==> src/rtl/core/kpq_pkg.sv <==
// Shared types and constants for the keypad press qualifier.
`timescale 1ns / 1ps

package kpq_pkg;

  localparam int unsigned NumButtons = 8;

  // Qualifier phase of one button.
  typedef enum logic [1:0] {
    PH_IDLE    = 2'd0,
    PH_PRESSED = 2'd1,
    PH_HELD    = 2'd2,
    PH_HOLDOFF = 2'd3
  } phase_e;

  // Direction change event.
  typedef enum logic [1:0] {
    EV_NONE = 2'd0,
    EV_NEW  = 2'd1,
    EV_SAME = 2'd2
  } dir_event_e;

  // Eight-way direction codes, clockwise from up.
  localparam logic signed [3:0] DirNone      = -4'sd1;
  localparam logic signed [3:0] DirUp        = 4'sd0;
  localparam logic signed [3:0] DirUpRight   = 4'sd1;
  localparam logic signed [3:0] DirRight     = 4'sd2;
  localparam logic signed [3:0] DirDownRight = 4'sd3;
  localparam logic signed [3:0] DirDown      = 4'sd4;
  localparam logic signed [3:0] DirDownLeft  = 4'sd5;
  localparam logic signed [3:0] DirLeft      = 4'sd6;
  localparam logic signed [3:0] DirUpLeft    = 4'sd7;

  typedef struct packed {
    logic [7:0] button_keys;
    logic [3:0] direction_keys;
    logic       enter_key;
    logic       alt_fire_key;
    logic       escape_key;
  } in_t;

  typedef struct packed {
    logic [6:0]        virtual_buttons;
    logic signed [3:0] direction_code;
    logic [1:0]        direction_event;
    logic              quit_request;
  } out_t;

  // Result of the direction stage for one transaction.
  typedef struct packed {
    logic signed [3:0] code;
    dir_event_e        event_kind;
  } dir_res_t;

endpackage

==> src/rtl/core/kpq_qualifier.sv <==
// Eight parallel press qualifiers, one per button.
`timescale 1ns / 1ps

module kpq_qualifier (
  input  logic                             clk_i,
  input  logic                             rst_ni,
  input  logic                             adv_i,
  input  logic [kpq_pkg::NumButtons-1:0]   keys_i,
  output logic [kpq_pkg::NumButtons-1:0]   press_o
);

  kpq_pkg::phase_e phase_q [kpq_pkg::NumButtons];
  kpq_pkg::phase_e phase_d [kpq_pkg::NumButtons];
  logic [kpq_pkg::NumButtons-1:0] tick_q;
  logic [kpq_pkg::NumButtons-1:0] tick_d;

  for (genvar n = 0; n < kpq_pkg::NumButtons; n++) begin : g_btn
    always_comb begin
      phase_d[n] = phase_q[n];
      tick_d[n]  = tick_q[n];
      case (phase_q[n])
        kpq_pkg::PH_IDLE: begin
          if (keys_i[n]) begin
            phase_d[n] = kpq_pkg::PH_PRESSED;
            tick_d[n]  = 1'b0;
          end
        end
        kpq_pkg::PH_PRESSED: begin
          phase_d[n] = kpq_pkg::PH_HELD;
          tick_d[n]  = 1'b0;
        end
        kpq_pkg::PH_HELD: begin
          if (!keys_i[n]) begin
            phase_d[n] = kpq_pkg::PH_HOLDOFF;
            tick_d[n]  = 1'b0;
          end
        end
        kpq_pkg::PH_HOLDOFF: begin
          // The holdoff lasts two ticks; the second one returns to idle.
          if (tick_q[n]) begin
            phase_d[n] = kpq_pkg::PH_IDLE;
            tick_d[n]  = 1'b0;
          end else begin
            tick_d[n] = 1'b1;
          end
        end
        default: begin
          phase_d[n] = kpq_pkg::PH_IDLE;
          tick_d[n]  = 1'b0;
        end
      endcase
    end

    always_ff @(posedge clk_i or negedge rst_ni) begin
      if (!rst_ni) begin
        phase_q[n] <= kpq_pkg::PH_IDLE;
        tick_q[n]  <= 1'b0;
      end else if (adv_i) begin
        phase_q[n] <= phase_d[n];
        tick_q[n]  <= tick_d[n];
      end
    end

    assign press_o[n] = (phase_d[n] == kpq_pkg::PH_PRESSED);
  end

endmodule

==> src/rtl/core/kpq_direction.sv <==
// Eight-way direction encoder with change detection against the last code.
`timescale 1ns / 1ps

module kpq_direction (
  input  logic              clk_i,
  input  logic              rst_ni,
  input  logic              adv_i,
  input  logic [3:0]        dir_keys_i,
  output kpq_pkg::dir_res_t res_o
);

  logic signed [3:0] prev_q;
  logic signed [3:0] code;
  logic up, rt, dn, lf;

  assign up = dir_keys_i[0];
  assign rt = dir_keys_i[1];
  assign dn = dir_keys_i[2];
  assign lf = dir_keys_i[3];

  // Later single keys win, then diagonals override in clockwise order.
  always_comb begin
    code = kpq_pkg::DirNone;
    if (up) code = kpq_pkg::DirUp;
    if (rt) code = kpq_pkg::DirRight;
    if (dn) code = kpq_pkg::DirDown;
    if (lf) code = kpq_pkg::DirLeft;
    if (up && rt) code = kpq_pkg::DirUpRight;
    if (rt && dn) code = kpq_pkg::DirDownRight;
    if (dn && lf) code = kpq_pkg::DirDownLeft;
    if (lf && up) code = kpq_pkg::DirUpLeft;
  end

  always_comb begin
    res_o.code = code;
    if (code == prev_q) begin
      res_o.event_kind = kpq_pkg::EV_SAME;
    end else if (code == kpq_pkg::DirNone) begin
      res_o.event_kind = kpq_pkg::EV_NONE;
    end else begin
      res_o.event_kind = kpq_pkg::EV_NEW;
    end
  end

  always_ff @(posedge clk_i or negedge rst_ni) begin
    if (!rst_ni) begin
      prev_q <= kpq_pkg::DirNone;
    end else if (adv_i) begin
      prev_q <= code;
    end
  end

endmodule

==> src/rtl/core/keypad_press_qualifier_dpad_core.sv <==
// Top level of the keypad press qualifier with eight-way direction pad.
// Each input transaction passes through the input register, then the result register.
// Throughput: one transaction per cycle while the result is not stalled; all eight qualifiers and the direction
// encoder update together in the single logic stage between the two registers.
// Reset: asynchronous, active low; all buttons idle, previous direction none,
// both register stages empty.
`timescale 1ns / 1ps

module keypad_press_qualifier_dpad_core (
  input  logic           clk_i,
  input  logic           rst_ni,
  input  logic           in_valid_i,
  output logic           in_ready_o,
  input  kpq_pkg::in_t   in_data_i,
  output logic           out_valid_o,
  input  logic           out_ready_i,
  output kpq_pkg::out_t  out_data_o
);

  logic              s1_valid_q;
  kpq_pkg::in_t      s1_data_q;
  logic              out_valid_q;
  logic              out_valid_d;
  kpq_pkg::out_t     out_data_q;
  logic              s1_adv;
  logic              in_fire;
  logic [7:0]        press;
  kpq_pkg::dir_res_t dir_res;
  kpq_pkg::out_t     res;

  // The input stage moves on whenever the result register is empty or being drained.
  assign s1_adv     = s1_valid_q && (!out_valid_q || out_ready_i);
  assign in_ready_o = !s1_valid_q || s1_adv;
  assign in_fire    = in_valid_i && in_ready_o;

  always_ff @(posedge clk_i or negedge rst_ni) begin
    if (!rst_ni) begin
      s1_valid_q <= 1'b0;
    end else if (in_ready_o) begin
      s1_valid_q <= in_valid_i;
    end
  end

  always_ff @(posedge clk_i) begin
    if (in_fire) begin
      s1_data_q <= in_data_i;
    end
  end

  kpq_qualifier u_qualifier (
    .clk_i   (clk_i),
    .rst_ni  (rst_ni),
    .adv_i   (s1_adv),
    .keys_i  (s1_data_q.button_keys),
    .press_o (press)
  );

  kpq_direction u_direction (
    .clk_i      (clk_i),
    .rst_ni     (rst_ni),
    .adv_i      (s1_adv),
    .dir_keys_i (s1_data_q.direction_keys),
    .res_o      (dir_res)
  );

  always_comb begin
    res.virtual_buttons = {s1_data_q.enter_key,
                           press[1],
                           press[0],
                           press[2] | press[7],
                           s1_data_q.alt_fire_key,
                           press[5] | press[6],
                           press[3] | press[4]};
    res.direction_code  = dir_res.code;
    res.direction_event = dir_res.event_kind;
    res.quit_request    = s1_data_q.escape_key;
  end

  always_comb begin
    if (s1_adv) begin
      out_valid_d = 1'b1;
    end else if (out_ready_i) begin
      out_valid_d = 1'b0;
    end else begin
      out_valid_d = out_valid_q;
    end
  end

  always_ff @(posedge clk_i or negedge rst_ni) begin
    if (!rst_ni) begin
      out_valid_q <= 1'b0;
    end else begin
      out_valid_q <= out_valid_d;
    end
  end

  always_ff @(posedge clk_i) begin
    if (s1_adv) begin
      out_data_q <= res;
    end
  end

  assign out_valid_o = out_valid_q;
  assign out_data_o  = out_data_q;

`ifndef SYNTHESIS
  a_hold_when_blocked: assert property (@(posedge clk_i) disable iff (!rst_ni)
    s1_valid_q && !s1_adv |=> s1_valid_q)
    else $error("input stage dropped a transaction while the result was blocked");

  a_ready_when_empty: assert property (@(posedge clk_i) disable iff (!rst_ni)
    !s1_valid_q |-> in_ready_o)
    else $error("input stage empty but not ready");

  a_new_has_code: assert property (@(posedge clk_i) disable iff (!rst_ni)
    out_valid_o && out_data_o.direction_event == kpq_pkg::EV_NEW
      |-> out_data_o.direction_code != kpq_pkg::DirNone)
    else $error("new direction event without a direction");

  a_code_range: assert property (@(posedge clk_i) disable iff (!rst_ni)
    out_valid_o |-> out_data_o.direction_code >= kpq_pkg::DirNone)
    else $error("direction code out of range");
`endif

endmodule

==> config.mk <==
export PLATFORM = sky130hd
export DESIGN_NAME = keypad_press_qualifier_dpad_core
export DESIGN_NICKNAME = d
export VERILOG_FILES = /design/src/rtl/core/kpq_pkg.sv /design/src/rtl/core/kpq_qualifier.sv /design/src/rtl/core/kpq_direction.sv /design/src/rtl/core/keypad_press_qualifier_dpad_core.sv
export SDC_FILE = /design/constraint.sdc
export NUM_CORES = 1
export LEC_CHECK = 0
export BUFFER_PORTS_ARGS = -buffer_cell sky130_fd_sc_hd__buf_4
export CAP_MARGIN = 40
export CORE_ASPECT_RATIO = 0.7
export CORE_UTILIZATION = 41
export DETAILED_ROUTE_END_ITERATION = 6
export GPL_TIMING_DRIVEN = 0
export SLEW_MARGIN = 10
export SYNTH_ARGS = -nofsm -noshare
export SYNTH_HDL_FRONTEND = slang
export SYNTH_SLANG_ARGS = --single-unit
==> constraint.sdc <==
create_clock -name clk_i -period 1.7 [get_ports clk_i]
set_clock_uncertainty 0.15 [all_clocks]
set_input_delay 0.17 -clock clk_i [delete_from_list [all_inputs] [get_ports clk_i]]
set_output_delay 0.17 -clock clk_i [all_outputs]
set_load 0.02 [all_outputs]
==> results.sh <==
export IMPL_status="finished with violations"
export IMPL_violations="DRC, setup timing"
export IMPL_hp_class="input port to flop"
export IMPL_yosysSeqAreaShare=0.6173
export IMPL_fp_dieArea_um2=6757
export IMPL_layout_setup_ws_ns=-0.06810
export IMPL_fin_nets=301
export IMPL_crit_type="flop to flop"
export IMPL_syn_num_nets=233
export IMPL_track_usage=0.1716
export IMPL_rsz0062_at_grt="true"
export IMPL_fmax_mhz=565.6
export IMPL_synth_area_leaders="edfxtp_1 33%, dfrtp_1 25%, dfstp_2 4.0%"
export IMPL_finalCritPeriodShare=1.040
export IMPL_drc_errors=3
export IMPL_ys_seq_elements=59
export IMPL_synth_area_leader_cell="edfxtp_1"
export IMPL_cp_max_fo=7
export IMPL_path_cells="buf_6 -> and4bb_1 -> o41ai_2 -> nand3_2 -> a21boi_2"
export IMPL_antenna_found_initial=0
export IMPL_power_per_cell_area_nw_per_um2=1280
export IMPL_syn_area_um2=2635
export IMPL_via_per_inst=5.214
export IMPL_fin_area_um2=3422
export IMPL_drive_gt1_frac=0.2787
export IMPL_worstSetupEndpointType="flop"
export IMPL_grt_overflow_total=0
export IMPL_tightest_slew_ns=0.4425
export IMPL_vias=1903
export IMPL_initial_core_util=0.4239
export IMPL_slew_headroom=0.7050
export IMPL_diodes=0
export IMPL_cell_internal_pwr_uw=3015
export IMPL_sw_frac_of_total=0.3115
export IMPL_ys_warnings_count=0
export IMPL_cts_made_buffers=9
export IMPL_post_route_util=0.5505
export IMPL_final_cell_mix="40 x buf_4, 29 x edfxtp_1, 25 x dfrtp_1, 24 x nand2_1, 17 x dlygate4sd3_1"
export IMPL_grt_max_degree=31
export IMPL_holdWs_ns=0.02556
export IMPL_clk_path_buf_depth=2
export IMPL_die_height_um=69.08
export IMPL_grt_pass1_vias=1807
export IMPL_synthCells=214
export IMPL_final_common_cell="buf_4"
export IMPL_wl_per_cell_um=14.09
export IMPL_die_w_um=97.82
export IMPL_first_pass_iters=6
export IMPL_clkPwrFrac=0.244
export IMPL_fin_tns_setup_ns=-0.07500
export IMPL_drt_iter0_markers=48
export IMPL_yosysUniqueCellTypes=41
export IMPL_cts_sinks=59
export IMPL_fin_crit_ns=1.768
export IMPL_cp_start_kind="flop"
export IMPL_htree_levels=3
export IMPL_core_area_um2=6216
export IMPL_hold_start="out_ready_i"
export IMPL_slew_viol_final=0
export IMPL_tritoncts="yes"
export IMPL_comb_power_share=0.239
export IMPL_io_pins=35
export IMPL_areaGrowthSynthToFinish_pct=29.87
export IMPL_drtAntennaViolNets=0
export IMPL_finalHoldViolations=0
export IMPL_drt_wl_total_mm=5.144
export IMPL_reg2reg_from="s1_data_q[5]"
export IMPL_gp_congestion=0.7571
export IMPL_setup_worst_path_start="s1_data_q[5]"
export IMPL_worstPathRequired_ns=1.63
export IMPL_yosysTopAreaCellShare=0.3305
export IMPL_grt_pass1_wl_mm=8.811
export IMPL_max_cap_violations=0
export IMPL_p_leak_uw=0.001385
export IMPL_syn_avg_cell_area_um2=12.31
export IMPL_p_seq_frac=0.517
export IMPL_p_total_uw=4379
export IMPL_vdd_drop_max_mv=0.4648
export IMPL_place_hpwl_mm=3.094
export IMPL_io_buffers=34
export IMPL_crit_path_top_delay_cell="edfxtp_1"
export IMPL_setup_viol=2
export IMPL_cp_data_arrival_time_ns=1.69
export IMPL_dpl_cell_area_um2=2989
export IMPL_clk_latency_ns=0.33
export IMPL_slowest_delay_ns=0.40
export IMPL_cts_root_buf="clkbuf_8"
export IMPL_clkTransAtPathRegs_ns=0.06
export IMPL_switchingPower_uw=1364
export IMPL_rows=24
[power by group through the flow]
stage	clock, uW	sequential (uW)	combinational, uW
3_5_place_dp	0	2280	981
2_1_floorplan	0	2240	703
3_3_place_gp	0	2280	950
5_1_grt	1190	2330	1180
6_report	1070	2260	1050
4_1_cts	1110	2250	1040
[per-layer routing]
| layer | vias up | track usage | wire [um] |
|---|---|---|---|
| li1 | 946 | - | - |
| met1 | 919 | 0.2303 | 2616 |
| met2 | 34 | 0.2567 | 2303 |
| met3 | 4 | 0.06491 | 175 |
| met4 | 0 | 0.05556 | 48 |
| met5 | - | 0 | 0 |
[through the flow]
stage | std cells | setup WS, ns
CTS | 365 | -0.05756
floorplan | 214 | 0.002700
detailed placement | 326 | -0.2538
global route | 365 | -0.1743
global placement | 326 | -0.2313
finish | 365 | -0.06810
[path summary, 6_finish.rpt]
check | endpoint | slack, ns | depth (start not counted)
setup / recovery | out_data_o[2] | -0.07 | 5
hold / removal | s1_valid_q | 0.03 | 3
setup reg to reg | out_data_o[2] | -0.07 | 5
hold reg to reg | out_data_o[13] | 0.27 | 0
max in group asynchronous | u_direction.prev_q[1] | 0.90 | 2
min in group asynchronous | u_qualifier.phase_q[7] | 0.16 | 2
[flip-flops by register name (all words and copies together), names as in the netlist]
signal	cells
res	3
s1_valid_q	1
u_direction.prev_q	4
u_qualifier.tick_q	8
u_qualifier.phase_q	16
s1_data_q	12
out_valid_o	1
out_data_o	14
[timing repair]
| item | in CTS | in global routing |
|---|---|---|
| hold endpoints to repair | 46 | 0 |
| buffers inserted | 6 | 0 |
| resized for setup | 5 | 8 |
| setup endpoints to repair | 25 | 25 |
| hold buffers | 17 | 0 |
| pin swaps | 1 | 0 |
[final cells by class]
cell class / instances / area, um^2
buffer: 9 / 83.83
clock buffer: 13 / 148.9
clock inverter: 3 / 15.01
fill: 524 / 2794
inverter: 1 / 3.754
multi-input combinational: 145 / 962.2
sequential: 59 / 1628
tap: 78 / 97.59
timing repair buffer: 57 / 483.0
[logic make-up after synthesis]
family / after synthesis / synth area share
xor+xnor: 5 / 0.01662
buf+inv: 10 / 0.02469
compound gates: 52 / 0.1429
flops: 59 / 0.6173
mux: 4 / 0.01709
simple gates: 84 / 0.1814
[cell usage after synthesis, drive strengths merged]
master,number
nor4b,2
and4,4
a21boi,1
a221o,5
nand2b,9
nor2b,5
o21ai,15
a21oi,6
or4b,1
inv,1
o31ai,10
and3,4
and3b,1
dfstp,4
edfxtp,29
and2,2
a22oi,1
nand3,5
o21bai,1
nand2,24
nand3b,5
a22o,7
xnor2,2
nor3b,2
and4bb,1
dfrtp,26
xor2,3
buf,8
mux2,4
nor4,2
clkbuf,1
or3,1
a32o,3
o41ai,1
o22ai,2
nor2,16
[worst max-delay path, delay by kind of cell (launching register included)]
kind / cells / cell delay [ns]
buffers and inverters: 1 / 0.15
flip-flops: 1 / 0.40
AND/OR/NAND/NOR: 2 / 0.32
AO/OA/AOI/OAI: 2 / 0.50
Power figures use the tool's default switching activity.
